<file path="config.mk">
export PLATFORM = sky130hd
export DESIGN_NAME = ptcs_ctrl
export DESIGN_NICKNAME = d
export VERILOG_FILES = /design/src/rtl/ptcs_pkg.sv /design/src/rtl/ptcs_ctrl.sv
export SDC_FILE = /design/constraint.sdc
export NUM_CORES = 1
export LEC_CHECK = 0
export ABC_AREA = 1
export BUFFER_PORTS_ARGS = -buffer_cell sky130_fd_sc_hd__buf_4
export CAP_MARGIN = 10
export CORE_MARGIN = 2
export CORE_UTILIZATION = 60
export CTS_BUF_LIST = sky130_fd_sc_hd__clkbuf_2
export DETAILED_ROUTE_END_ITERATION = 8
export PLACE_DENSITY = 0.83
export SETUP_SLACK_MARGIN = 0.2
export SLEW_MARGIN = 40
export SYNTH_ARGS = -nofsm -noshare
export SYNTH_HDL_FRONTEND = slang
export SYNTH_SLANG_ARGS = --single-unit
</file>
<file path="constraint.sdc">
create_clock -name clk -period 2.45 [get_ports clk]
set_input_delay 0.1225 -clock clk [delete_from_list [all_inputs] [get_ports clk]]
set_output_delay 0.1225 -clock clk [all_outputs]
set_load 0.02 [all_outputs]
</file>
<file path="src/rtl/ptcs_pkg.sv">
// shared types, codes and helpers of the port and address traffic classifier
package ptcs_pkg;

	// default sizes
	localparam int MONITORED_PORTS_DEF = 4;
	localparam int LEARNED_ADDRS_DEF   = 16;

	// fixed widths of the register file and the result fields
	localparam int PORT_REGS  = 4;
	localparam int SLOT_W     = 3;
	localparam int CFG_IDX_W  = 3;
	localparam int CFG_DATA_W = 16;

	// register indexes
	localparam logic [CFG_IDX_W-1:0] REG_PORT_A   = 3'd0;
	localparam logic [CFG_IDX_W-1:0] REG_PORT_B   = 3'd1;
	localparam logic [CFG_IDX_W-1:0] REG_PORT_C   = 3'd2;
	localparam logic [CFG_IDX_W-1:0] REG_PORT_D   = 3'd3;
	localparam logic [CFG_IDX_W-1:0] REG_IN_USE   = 3'd4;
	localparam logic [CFG_IDX_W-1:0] REG_INTERVAL = 3'd5;

	// result line classes
	localparam logic [2:0] CLS_PORT_TX   = 3'd0;
	localparam logic [2:0] CLS_PORT_RX   = 3'd1;
	localparam logic [2:0] CLS_IP_TX     = 3'd2;
	localparam logic [2:0] CLS_IP_RX     = 3'd3;
	localparam logic [2:0] CLS_UNMATCHED = 3'd4;
	localparam logic [2:0] CLS_RPT_TX    = 3'd5;
	localparam logic [2:0] CLS_RPT_RX    = 3'd6;

	localparam logic [SLOT_W-1:0] SLOT_NONE = 3'd4;

	localparam logic [7:0]  SQL_FLAGS      = 8'h18;
	localparam logic [7:0]  PROTO_UDP      = 8'd17;
	localparam logic [15:0] INTERVAL_RESET = 16'd30;

	// which result line the datapath loads into the output register
	typedef enum logic [2:0] {
		LN_PKT    = 3'd0,
		LN_RPT_TX = 3'd1,
		LN_RPT_RX = 3'd2,
		LN_TOT_TX = 3'd3,
		LN_TOT_RX = 3'd4
	} line_t;

	// controller to datapath
	typedef struct packed {
		logic              capture;
		logic              match;
		logic              update;
		logic              emit;
		logic              div_start;
		line_t             line;
		logic [SLOT_W-1:0] slot;
	} ptcs_cmd_t;

	// datapath to controller
	typedef struct packed {
		logic              out_free;
		logic              div_done;
		logic [SLOT_W-1:0] slots_used;
	} ptcs_sts_t;

	// saturating packet count
	function automatic logic [31:0] sat_inc32(input logic [31:0] v);
		return (v == '1) ? v : v + 32'd1;
	endfunction

	// saturating byte count
	function automatic logic [47:0] sat_add48(input logic [47:0] v, input logic [15:0] len);
		logic [48:0] sum;
		sum = {1'b0, v} + {33'd0, len};
		return sum[48] ? '1 : sum[47:0];
	endfunction

	function automatic logic [15:0] max16(input logic [15:0] a, input logic [15:0] b);
		return (a < b) ? b : a;
	endfunction

endpackage

</file>
<file path="src/rtl/ptcs_ctrl.sv">
// controller: sequences packet classification and report lines
module ptcs_ctrl import ptcs_pkg::*; (
	input  logic      clk,
	input  logic      arst_n,
	input  logic      in_valid,
	input  logic      in_cmd,
	output logic      in_ready,
	input  ptcs_sts_t sts_i,
	output ptcs_cmd_t cmd_o
);

	typedef enum logic [9:0] {
		ST_IDLE   = 10'b0000000001,
		ST_MATCH  = 10'b0000000010,
		ST_UPDATE = 10'b0000000100,
		ST_EMIT   = 10'b0000001000,
		ST_RPT_TX = 10'b0000010000,
		ST_RPT_DV = 10'b0000100000,
		ST_RPT_RX = 10'b0001000000,
		ST_TOT_TX = 10'b0010000000,
		ST_TOT_RX = 10'b0100000000,
		ST_SPARE  = 10'b1000000000
	} state_t;

	state_t            state_q, state_d;
	logic [SLOT_W-1:0] slot_q, slot_d;

	// next state and commands
	always_comb begin
		state_d = state_q;
		slot_d  = slot_q;
		cmd_o   = '0;
		cmd_o.line = LN_PKT;
		cmd_o.slot = slot_q;
		in_ready = 1'b0;
		unique case (state_q)
			ST_IDLE: begin
				in_ready = 1'b1;
				if (in_valid) begin
					cmd_o.capture = 1'b1;
					slot_d = '0;
					if (!in_cmd) state_d = ST_MATCH;
					else if (sts_i.slots_used == '0) state_d = ST_TOT_TX;
					else state_d = ST_RPT_TX;
				end
			end
			ST_MATCH: begin
				cmd_o.match = 1'b1;
				state_d = ST_UPDATE;
			end
			ST_UPDATE: begin
				cmd_o.update = 1'b1;
				state_d = ST_EMIT;
			end
			ST_EMIT: begin
				if (sts_i.out_free) begin
					cmd_o.emit = 1'b1;
					state_d = ST_IDLE;
				end
			end
			ST_RPT_TX: begin
				cmd_o.line = LN_RPT_TX;
				if (sts_i.out_free) begin
					cmd_o.emit = 1'b1;
					cmd_o.div_start = 1'b1;
					state_d = ST_RPT_DV;
				end
			end
			ST_RPT_DV: begin
				if (sts_i.div_done) state_d = ST_RPT_RX;
			end
			ST_RPT_RX: begin
				cmd_o.line = LN_RPT_RX;
				if (sts_i.out_free) begin
					cmd_o.emit = 1'b1;
					if (slot_q == sts_i.slots_used - SLOT_W'(1)) begin
						state_d = ST_TOT_TX;
					end else begin
						slot_d  = slot_q + SLOT_W'(1);
						state_d = ST_RPT_TX;
					end
				end
			end
			ST_TOT_TX: begin
				cmd_o.line = LN_TOT_TX;
				if (sts_i.out_free) begin
					cmd_o.emit = 1'b1;
					state_d = ST_TOT_RX;
				end
			end
			ST_TOT_RX: begin
				cmd_o.line = LN_TOT_RX;
				if (sts_i.out_free) begin
					cmd_o.emit = 1'b1;
					state_d = ST_IDLE;
				end
			end
			default: state_d = ST_IDLE;
		endcase
	end

	always_ff @(posedge clk or negedge arst_n) begin
		if (!arst_n) begin
			state_q <= ST_IDLE;
			slot_q  <= '0;
		end else begin
			state_q <= state_d;
			slot_q  <= slot_d;
		end
	end

	// a line is loaded only into a free output register
	a_emit_free: assert property (@(posedge clk) disable iff (!arst_n)
		cmd_o.emit |-> sts_i.out_free) else $error("emit into full output register");

	// the interface RX line closes a report
	a_tot_rx_idle: assert property (@(posedge clk) disable iff (!arst_n)
		(cmd_o.emit && cmd_o.line == LN_TOT_RX) |=> state_q == ST_IDLE)
		else $error("report did not end after totals");

	// a port RX line follows a finished division
	a_div_before_rx: assert property (@(posedge clk) disable iff (!arst_n)
		(state_q == ST_RPT_DV && sts_i.div_done) |=> state_q == ST_RPT_RX)
		else $error("port RX line not reached after division");

	// the slot counter never leaves the slots in use during a report
	a_slot_range: assert property (@(posedge clk) disable iff (!arst_n)
		(state_q == ST_RPT_TX || state_q == ST_RPT_RX) |-> slot_q < sts_i.slots_used)
		else $error("report slot out of range");

endmodule

</file>
==> impl_metrics.toml, run 1 <==
[clock_network]
htree_num_levels = 1
cts_buffer_depth = 2
ctsResizeCount = 0
numCtsBuffers = 3
post_cts_buffers = 0
cts-root-buf = "clkbuf_2"
clock_latency_ps = 270
clkSinkCount = 12
clkTransAtPathRegs_ps = 110
tritoncts = "built"

[sta]
setup_viol = 0
finClkSkew_ps = 0.480
fin_tns_setup_ps = 0
drv_slew = 0
rsz0062_at_grt = "no"
fin_crit_ps = 1790
fin_crit_sh = 0.731
worst_pin_slew_ps = 237
relSlewSlack = 0.842
hold_viol_final = 0
clock.fmax_ghz = 0.558

[floorplan]
die_area_mm2 = 0.00200
num_rows = 14
die_y_um = 44.8
ios = 21
die_x_um = 44.8
initial_core_util = 0.654
fp.coreArea_mm2 = 0.00152

[global_route]
grt-ovfl-total = 0
grt_pass1_vias = 955
grt_pass1_wl_um = 3780
gr-usage-all-layers = 0.258
antenna_found_initial = 0
grt_max_degree = 13

[yosys]
ys_ff_latch = 12
yosysWarnings = 0
syn_nets = 149
synthCells = 137
yosysSeqAreaShare = 0.302
netlist_area_um2 = 997
synth_cell_types = 21
syn_avg_cell_area_um2 = 7.28

[power]
leakagePower_nw = 0.713
powerDensity_mw_per_mm2 = 1010
ir_drop_mv = 0.794

[status]
status = "finished clean"

[layout]
fillerInstances = 113
num_antenna_cells = 0
drive_above_1_share = 0.327
area_delta_synth_final_pct = 20.0
final_area_mm2 = 0.00120
fin_nets = 175
multi_input_area_um2 = 602
regArea_um2 = 302

[worst_setup_path]
path_delay_family = "simple AND/OR/NAND/NOR gates"
critPathMaxStageDelay_ps = 470
startpoint_type = "register"
cp_cell_sequence = "nor2_4, nand3_4, nor2_1, nor2_2, a31oi_1, buf_4"
cp_max_fo = 4
cp_num_buf_inv = 1
slowest_stage = "dfrtp_1"
critical_path_class = "register to primary output"
endpoint_kind = "primary output"
cp.required_ps = 2330
cp.arrival_ps = 1670

[flow_run]
max-cap-violations = 0

[place]
place_area_mm2 = 0.00117
port_buffers = 20
dp_hpwl_um = 1730
gp_congestion = 0.871

[routing]
first_pass_iters = 4
ant_nets = 0
viasPerCell = 5.26
wl_um = 2100
drc = 0
wl_per_cell_um = 11.8
drtIter0Drc = 21
num_vias = 936

[min_path]
hold_class = "primary input to register"
[cell type report]
type	count	share of cell area
timing repair buffer	21	0.134
multi-input combinational	100	0.503
clock buffer	3	0.0126
clock inverter	1	0.00314
sequential	12	0.252
tap	16	0.0167
inverter	25	0.0785
[sequential cells by signal, summed over array words and instances (netlist names)]
register	count
slot_q	3
state_q	9
[path summary, 6_finish.rpt]
path | start | endpoint | slack [ps] | depth (start not counted)
max | state_q[3]$_DFFE_PN0P_ | cmd_o[7] | 660 | 6
min | sts_i[3] | state_q[5]$_DFFE_PN0P_ | 100 | 4
max reg2reg | state_q[3]$_DFFE_PN0P_ | slot_q[0]$_DFFE_PN0P_ | 910 | 8
min reg2reg | state_q[7]$_DFFE_PN0P_ | state_q[7]$_DFFE_PN0P_ | 560 | 2
max in group asynchronous | arst_n | state_q[0]$_DFFE_PN1P_ | 2000 | 2
min in group asynchronous | arst_n | slot_q[1]$_DFFE_PN0P_ | 220 | 2
[kinds of logic (layout without fill, tap and decap cells)]
kind of cell,after synthesis,after routing,share of synthesized area
buf+inv,25,50,0.0941
fa+ha+maj,3,3,0.0376
flops,12,12,0.302
xor+xnor,4,4,0.0351
compound gates,5,5,0.0289
simple gates,88,88,0.502
[per-layer routing]
layer	vias up	routed length [µm]	part of all wire	track usage
met5	-	0	0	0
met4	0	52	0.025	0.145
met3	7	140	0.067	0.0240
met2	35	991	0.47	0.441
met1	420	920	0.44	0.316
li1	474	-	-	-
[worst register-to-register path, stage by stage, from the launching register on]
cell,delay (ps)
dfrtp_1,470
nor2_4,200
nand3_4,110
nor2_2,220
nand2_1,120
nand2_1,110
nand2_4,70
nand2_1,60
o31ai_1,70
[what timing repair did]
item,4_1_cts,5_1_grt
endpoints found under the setup margin,0,0
hold buffers,1,0
hold endpoints to repair,12,0
[cells in the mapped netlist, drive strengths merged]
cell,n,area share
nand2,36,0.19
nor2,30,0.18
a31oi,1,0.0063
and3,2,0.013
o31ai,1,0.0075
dfstp,1,0.026
inv,25,0.094
o21ai,3,0.015
ha,3,0.038
xor2,4,0.035
nand3,19,0.12
nand4,1,0.0063
dfrtp,11,0.28
[per-stage QoR]
| step | util | hold slack (ps) | std cells | total power [mW] | worst slack (ps) |
|---|---|---|---|---|---|
| final | 0.785 | 97.9 | 178 | 1.21 | 659 |
| after global routing | 0.785 | 88.8 | 178 | 1.31 | 510 |
| after CTS | 0.785 | 98.7 | 178 | 1.22 | 666 |
| after detailed placement | 0.766 | -32.8 | 173 | 1.11 | 939 |
| after global placement | 0.766 | -34.3 | 173 | 1.10 | 910 |
| after floorplan | - | -173 | 137 | 0.929 | 987 |
[where the power goes]
| group | leakage [nW] | internal [mW] | total, mW | switching, mW |
|---|---|---|---|---|
| Sequential | 0.162 | 0.246 | 0.290 | 0.0441 |
| Clock | 0.0140 | 0.0354 | 0.102 | 0.0664 |
| Combinational | 0.536 | 0.290 | 0.821 | 0.531 |
| Total | 0.713 | 0.571 | 1.21 | 0.641 |
[placed cells by master (no fill, tap or decap), types with 2 or more instances in the layout]
cell type	n
nor2_4	4
and3_1	2
nand3_2	2
nor2_1	18
buf_4	20
dfrtp_1	11
inv_1	18
o21ai_1	2
nand2_4	7
clkbuf_2	3
nor2_2	7
nand2_1	29
inv_2	7
xor2_1	4
nand3_1	16
ha_1	3
Note: power is estimated with default switching activity, not from simulation.
==> inputs of run 2 (changes only) <==
--- a/config.mk
+++ b/config.mk
@@ -9,10 +9,10 @@
 export BUFFER_PORTS_ARGS = -buffer_cell sky130_fd_sc_hd__buf_4
 export CAP_MARGIN = 10
 export CORE_MARGIN = 2
-export CORE_UTILIZATION = 60
+export CORE_UTILIZATION = 50
 export CTS_BUF_LIST = sky130_fd_sc_hd__clkbuf_2
 export DETAILED_ROUTE_END_ITERATION = 8
-export PLACE_DENSITY = 0.83
+export PLACE_DENSITY = 0.73
 export SETUP_SLACK_MARGIN = 0.2
 export SLEW_MARGIN = 40
 export SYNTH_ARGS = -nofsm -noshare
==> constraint.sdc (replaced) <==
create_clock -name clk -period 1.45 [get_ports clk]
set_input_delay 0.0725 -clock clk [delete_from_list [all_inputs] [get_ports clk]]
set_output_delay 0.0725 -clock clk [all_outputs]
set_load 0.02 [all_outputs]
==> impl_metrics.toml, run 2 (synthesis gave the netlist of run 1 again) <==
[status]
status = "finished with violations"
failed_checks = "negative setup slack"

[sta]
fin_crit_ps = 1750
fin_ws_ps = -296
finClkSkew_ps = 16.8
rsz0062_at_grt = "yes"
relSlewSlack = 0.838
clock.fmax_ghz = 0.573
fin_tns_setup_ps = -2940
drv_slew = 0
setup_viol = 20
fin_crit_sh = 1.20
worst_pin_slew_ps = 242
hold_viol_final = 0

[clock_network]
cts-root-buf = "clkbuf_2"
clkTransAtPathRegs_ps = 130
cts_buffer_depth = 2
numCtsBuffers = 3
tritoncts = "built"
htree_num_levels = 1
clock_latency_ps = 280
clkSinkCount = 12

[global_route]
antenna_found_initial = 0
grt_max_degree = 13
grt-ovfl-total = 0
gr-usage-all-layers = 0.246
grt_pass1_wl_um = 4440
grt_pass1_vias = 986

[place]
dp_hpwl_um = 1870
port_buffers = 20
gp_congestion = 0.832
dp.cells = 187
pre_cts_ws_ps = -21.3

[floorplan]
num_rows = 16
ios = 21
initial_core_util = 0.519
die_y_um = 48.7
die_x_um = 48.7
die_area_mm2 = 0.00237
fp.coreArea_mm2 = 0.00192

[power]
leakagePower_nw = 0.829
net-switching-power_mw = 1.49
pwr-share-comb = 0.774
ir_drop_mv = 1.41
power.clock.fraction = 0.059
p_int_mw = 1.54
seq_power_share = 0.167
powerDensity_mw_per_mm2 = 1940
p_sw_frac = 0.491

[layout]
largest_register_ffs = 9
fin_nets = 195
drive_above_1_share = 0.582
num_antenna_cells = 0
mostFrequentLayoutCells = "30 x buf_4, 22 x nand2_1, 12 x inv_2"
reg_top3 = "state_q (9), slot_q (3)"
stdcell_count = 209
regMostFlops = "state_q"
fillerInstances = 125
area_delta_synth_final_pct = 56.5
final_common_cell = "buf_4"

[worst_setup_path]
cp.arrival_ps = 1670
crit_start = "state_q[2]$_DFFE_PN0P_"
slowest_stage = "dfrtp_1"
endpoint_kind = "primary output"
cp.required_ps = 1380
cp_cell_sequence = "nor2_4, inv_2, nor2_4, nand2_2, nand2_1, inv_2, a31oi_2, buf_4"
r2r_start = "state_q[0]$_DFFE_PN1P_"
critical_path_class = "register to primary output"
startpoint_type = "register"
cp_max_fo = 4
critPathMaxStageDelay_ps = 450

[routing]
viasPerCell = 5.06
first_pass_iters = 4
drtIter0Drc = 24
wl_per_cell_um = 14.1
drc = 0
num_vias = 1057
ant_nets = 0
wl_um = 2950

[min_path]
hold_class = "primary input to register"
min_from = "sts_i[3]"

[flow_run]
max-cap-violations = 0
==> run 2: cell count changes in the layout (fill, tap and decap cells not counted), moves of 7 or more <==
| cell | before | now |
|---|---|---|
| buf_4 | 20 | 30 |
| buf_6 | 0 | 7 |
| inv_1 | 18 | 11 |
| nand2_1 | 29 | 22 |
| nand2_2 | 0 | 7 |
| nor2_1 | 18 | 10 |
==> run 2: worst paths after layout <==
kind	to	slack, ps	cells past startpoint
min reg2reg	state_q[4]$_DFFE_PN0P_	580	2
max	cmd_o[7]	-300	8
max in group asynchronous	state_q[0]$_DFFE_PN1P_	1060	2
min in group asynchronous	slot_q[2]$_DFFE_PN0P_	140	2
max reg2reg	state_q[3]$_DFFE_PN0P_	-210	10
min	state_q[5]$_DFFE_PN0P_	20	4
==> run 2: per-stage QoR <==
stage / util / cell area, µm² / total power, mW / hold slack (ps)
detailed placement: 0.641 / 1230 / 1.98 / -76.1
finish: 0.812 / 1560 / 3.03 / 21.6
global route: 0.812 / 1560 / 3.21 / 9.09
CTS: 0.751 / 1440 / 2.71 / 31.8
floorplan: - / 1030 / 1.64 / -223
global placement: 0.641 / 1230 / 1.95 / -80.9
==> run 2: timing repair <==
| item | CTS | global route |
|---|---|---|
| hold buffers | 1 | 0 |
| endpoints found under the hold margin | 12 | 0 |
| setup buffers | 10 | 7 |
| pin swaps | 16 | 7 |
| setup endpoints to repair | 20 | 20 |
| resized for setup | 27 | 19 |
==> run 2: final cells by class <==
class / instances / area (µm²) / share of cell area
well taps: 27 / 33.8 / 0.0217
flip-flops and latches: 12 / 305 / 0.196
repair buffers: 41 / 369 / 0.237
clock buffers: 3 / 15.0 / 0.00962
inverters: 25 / 98.8 / 0.0634
clock inverters: 1 / 3.75 / 0.00241
multi-input cells: 100 / 734 / 0.471
==> run 2: power by group through the flow <==
stage	clock, mW	combinational [mW]	sequential (mW)
5_1_grt	0.205	2.49	0.513
3_5_place_dp	0	1.48	0.501
2_1_floorplan	0	1.15	0.495
4_1_cts	0.178	2.03	0.497
3_3_place_gp	0	1.45	0.500
6_report	0.180	2.34	0.505
==> run 2: worst max-delay path: cells and delay by family (launching register included) <==
family	cells	cell delay, ps
simple gates	4	520
buf+inv	3	310
compound gates	1	120
flops	1	450
==> run 2: per-layer routing <==
layer / GRT usage / share of wire / vias up / wire length (µm)
li1: - / - / 514 / -
met1: 0.281 / 0.38 / 483 / 1110
met2: 0.447 / 0.54 / 46 / 1600
met3: 0.0401 / 0.044 / 14 / 130
met4: 0.105 / 0.038 / 0 / 112
met5: 0 / 0 / - / 0
==> inputs of run 3 (changes only) <==
--- a/config.mk
+++ b/config.mk
@@ -5,14 +5,13 @@
 export SDC_FILE = /design/constraint.sdc
 export NUM_CORES = 1
 export LEC_CHECK = 0
-export ABC_AREA = 1
 export BUFFER_PORTS_ARGS = -buffer_cell sky130_fd_sc_hd__buf_4
 export CAP_MARGIN = 10
 export CORE_MARGIN = 2
 export CORE_UTILIZATION = 50
 export CTS_BUF_LIST = sky130_fd_sc_hd__clkbuf_2
 export DETAILED_ROUTE_END_ITERATION = 8
-export PLACE_DENSITY = 0.73
+export PLACE_DENSITY = 0.74
 export SETUP_SLACK_MARGIN = 0.2
 export SLEW_MARGIN = 40
 export SYNTH_ARGS = -nofsm -noshare
==> impl_metrics.toml, run 3 <==
[routing]
first_pass_iters = 4
num_vias = 1208
wl_per_cell_um = 21.2
drtIter0Drc = 71
ant_nets = 0
drc = 0
viasPerCell = 6.49
wl_um = 3940

[min_path]
hold_depth = 3
hold_class = "primary input to register"

[layout]
fillerInstances = 54
mostFrequentLayoutCells = "50 x buf_4, 12 x buf_6, 11 x dfrtp_1"
fin_nets = 174
num_antenna_cells = 0
final_area_mm2 = 0.00162
final_common_cell = "buf_4"
regMostFlops = "state_q"
multi_input_area_um2 = 727
reg_top3 = "state_q (9), slot_q (3)"
largest_register_ffs = 9
final_util = 0.941
regArea_um2 = 302
stdcell_count = 186
area_delta_synth_final_pct = 75.6
drive_above_1_share = 0.602

[worst_setup_path]
r2r_start = "state_q[4]$_DFFE_PN0P_"
rrSetupSlack_ps = -600
cp_cell_sequence = "or4_4, buf_4, nor4_4, and2b_4, nor3_2, mux2_1"
cp-endpoint = "state_q[8]$_DFFE_PN0P_"
cp_num_cells = 6
slowest_stage = "or4_4"
critPathMaxStageDelay_ps = 580
startpoint_type = "register"
path_delay_family = "simple AND/OR/NAND/NOR gates"
cp.arrival_ps = 2220
cp_max_fo = 4
critical_path_class = "register to register"
cp.required_ps = 1620
crit_start = "state_q[4]$_DFFE_PN0P_"
endpoint_kind = "register"
cp_num_buf_inv = 1
r2r_end = "state_q[8]$_DFFE_PN0P_"
r2r_cells = 6

[floorplan]
die_area_mm2 = 0.00221
die_x_um = 47.0
ios = 21
die_y_um = 47.0
fp.coreArea_mm2 = 0.00173
initial_core_util = 0.536
num_rows = 15

[sta]
setup_viol = 21
clock.fmax_ghz = 0.487
hold_viol_final = 0
fin_crit_ps = 2050
holdWs_ps = 122
finClkSkew_ps = 4.82
relSlewSlack = 0.712
fin_crit_sh = 1.42
worst_pin_slew_ps = 431
fin_ws_ps = -603
rsz0062_at_grt = "yes"
drv_slew = 0

[global_route]
grt_pass1_wl_um = 3990
grt_max_degree = 13
grt_pass1_vias = 967
antenna_found_initial = 0
gr-usage-all-layers = 0.263
grt-ovfl-total = 0

[yosys]
synth_top_family_by_area = "simple AND/OR/NAND/NOR gates"
synth_xor_area_frac = 0.0568
netlist_area_um2 = 925
synthTopCellsByArea = "dfrtp_1 30%, xnor2_1 4.7%, ha_1 4.1%, nor2_1 4.1%, mux2_1 3.7%"
syn_nets = 109
yosysWarnings = 0
synthTopCellsByCount = "11 x dfrtp_1, 10 x nor2_1, 6 x nand2_1, 5 x xnor2_1"
synthFlopType = "dfrtp_1"
yosysSeqAreaShare = 0.326
synth-adder-area-share = 0.0406
synth-simple-area-share = 0.327
yosysTopAreaCell = "dfrtp_1"
synth.top_cell.area_share = 0.298
synth_compound_area_frac = 0.147
yosys-mux-area-fraction = 0.0474
synthCells = 97
synth_cell_types = 47
synth-edff-count = 0
synth.most_common_cell = "dfrtp_1"
async_reset_ff_frac = 1.00
syn_avg_cell_area_um2 = 9.53
ys_ff_latch = 12

[clock_network]
cts_buffer_depth = 2
clkSinkCount = 12
tritoncts = "built"
htree_num_levels = 1
clkTransAtPathRegs_ps = 140
cts-root-buf = "clkbuf_2"
clock_latency_ps = 270
numCtsBuffers = 3

[place]
dp.cells = 167
port_buffers = 20
place_area_mm2 = 0.00134
dp_hpwl_um = 1940
gp_congestion = 0.852

[power]
powerDensity_mw_per_mm2 = 1970
p_total_mw = 3.20
leakagePower_nw = 0.788
ir_drop_mv = 1.66

[status]
failed_checks = "negative setup slack"
status = "finished with violations"

[flow_run]
max-cap-violations = 0
run 3: cell count changes after synthesis, moves of 8 or more:
| cell | previous run | this run |
|---|---|---|
| inv_1 | 18 | 4 |
| nand3_1 | 16 | 1 |
| nand2_1 | 29 | 6 |
| nor2_1 | 18 | 10 |
run 3: routing by layer:
metal | GRT usage | vias to the layer above | wire length (µm)
li1 | - | 491 | -
met1 | 0.301 | 545 | 1330
met2 | 0.471 | 121 | 1920
met5 | 0 | - | 0
met4 | 0.128 | 0 | 293
met3 | 0.0423 | 51 | 395
run 3: cell families after synthesis:
| logic type | after synthesis |
|---|---|
| AO/OA/AOI/OAI | 17 |
| AND/OR/NAND/NOR | 47 |
| multiplexers | 4 |
| flip-flops | 12 |
| adder cells (fa/ha/maj) | 3 |
| XOR/XNOR | 6 |
| buffers and inverters | 8 |
run 3: area by class of cell:
type | count | share of cell area
clock buffer | 3 | 0.00924
clock inverter | 1 | 0.00231
inverter | 4 | 0.00924
multi-input combinational | 77 | 0.448
sequential | 12 | 0.186
tap | 25 | 0.0193
timing repair buffer | 64 | 0.327
run 3: worst min path at each step:
stage,end,startpoint
2_1_floorplan,slot_q[0]$_DFFE_PN0P_,arst_n
3_3_place_gp,state_q[2]$_DFFE_PN0P_,arst_n
3_5_place_dp,state_q[2]$_DFFE_PN0P_,arst_n
4_1_cts,state_q[5]$_DFFE_PN0P_,sts_i[3]
5_1_grt,state_q[5]$_DFFE_PN0P_,sts_i[3]
6_report,state_q[5]$_DFFE_PN0P_,sts_i[3]
run 3: power breakdown:
part	internal [mW]	leakage, nW	switching [mW]
Combinational	1.31	0.611	1.21
Clock	0.0599	0.0140	0.126
Sequential	0.417	0.162	0.0799
Total	1.78	0.788	1.41
run 3: per-stage QoR:
stage	setup slack, ps	TNS [ps]
final	-603	-9600
after global routing	-697	-11080
after CTS	-539	-8360
after detailed placement	-555	-6050
after global placement	-506	-5410
after floorplan	-675	-7010
run 3: what timing repair did:
item / 4_1_cts / 5_1_grt
hold buffers: 2 / 0
hold endpoints to repair: 13 / 0
setup buffers: 9 / 4
resized for setup: 14 / 19
endpoints found under the setup margin: 21 / 21
pin swaps: 9 / 9
run 3: worst reg2reg max path: cells and delay by family, from the launching register on:
kind,cells,cell delay [ps]
buffers and inverters,1,170
muxes,1,320
DFF,1,410
and+or+nand+nor,4,1040
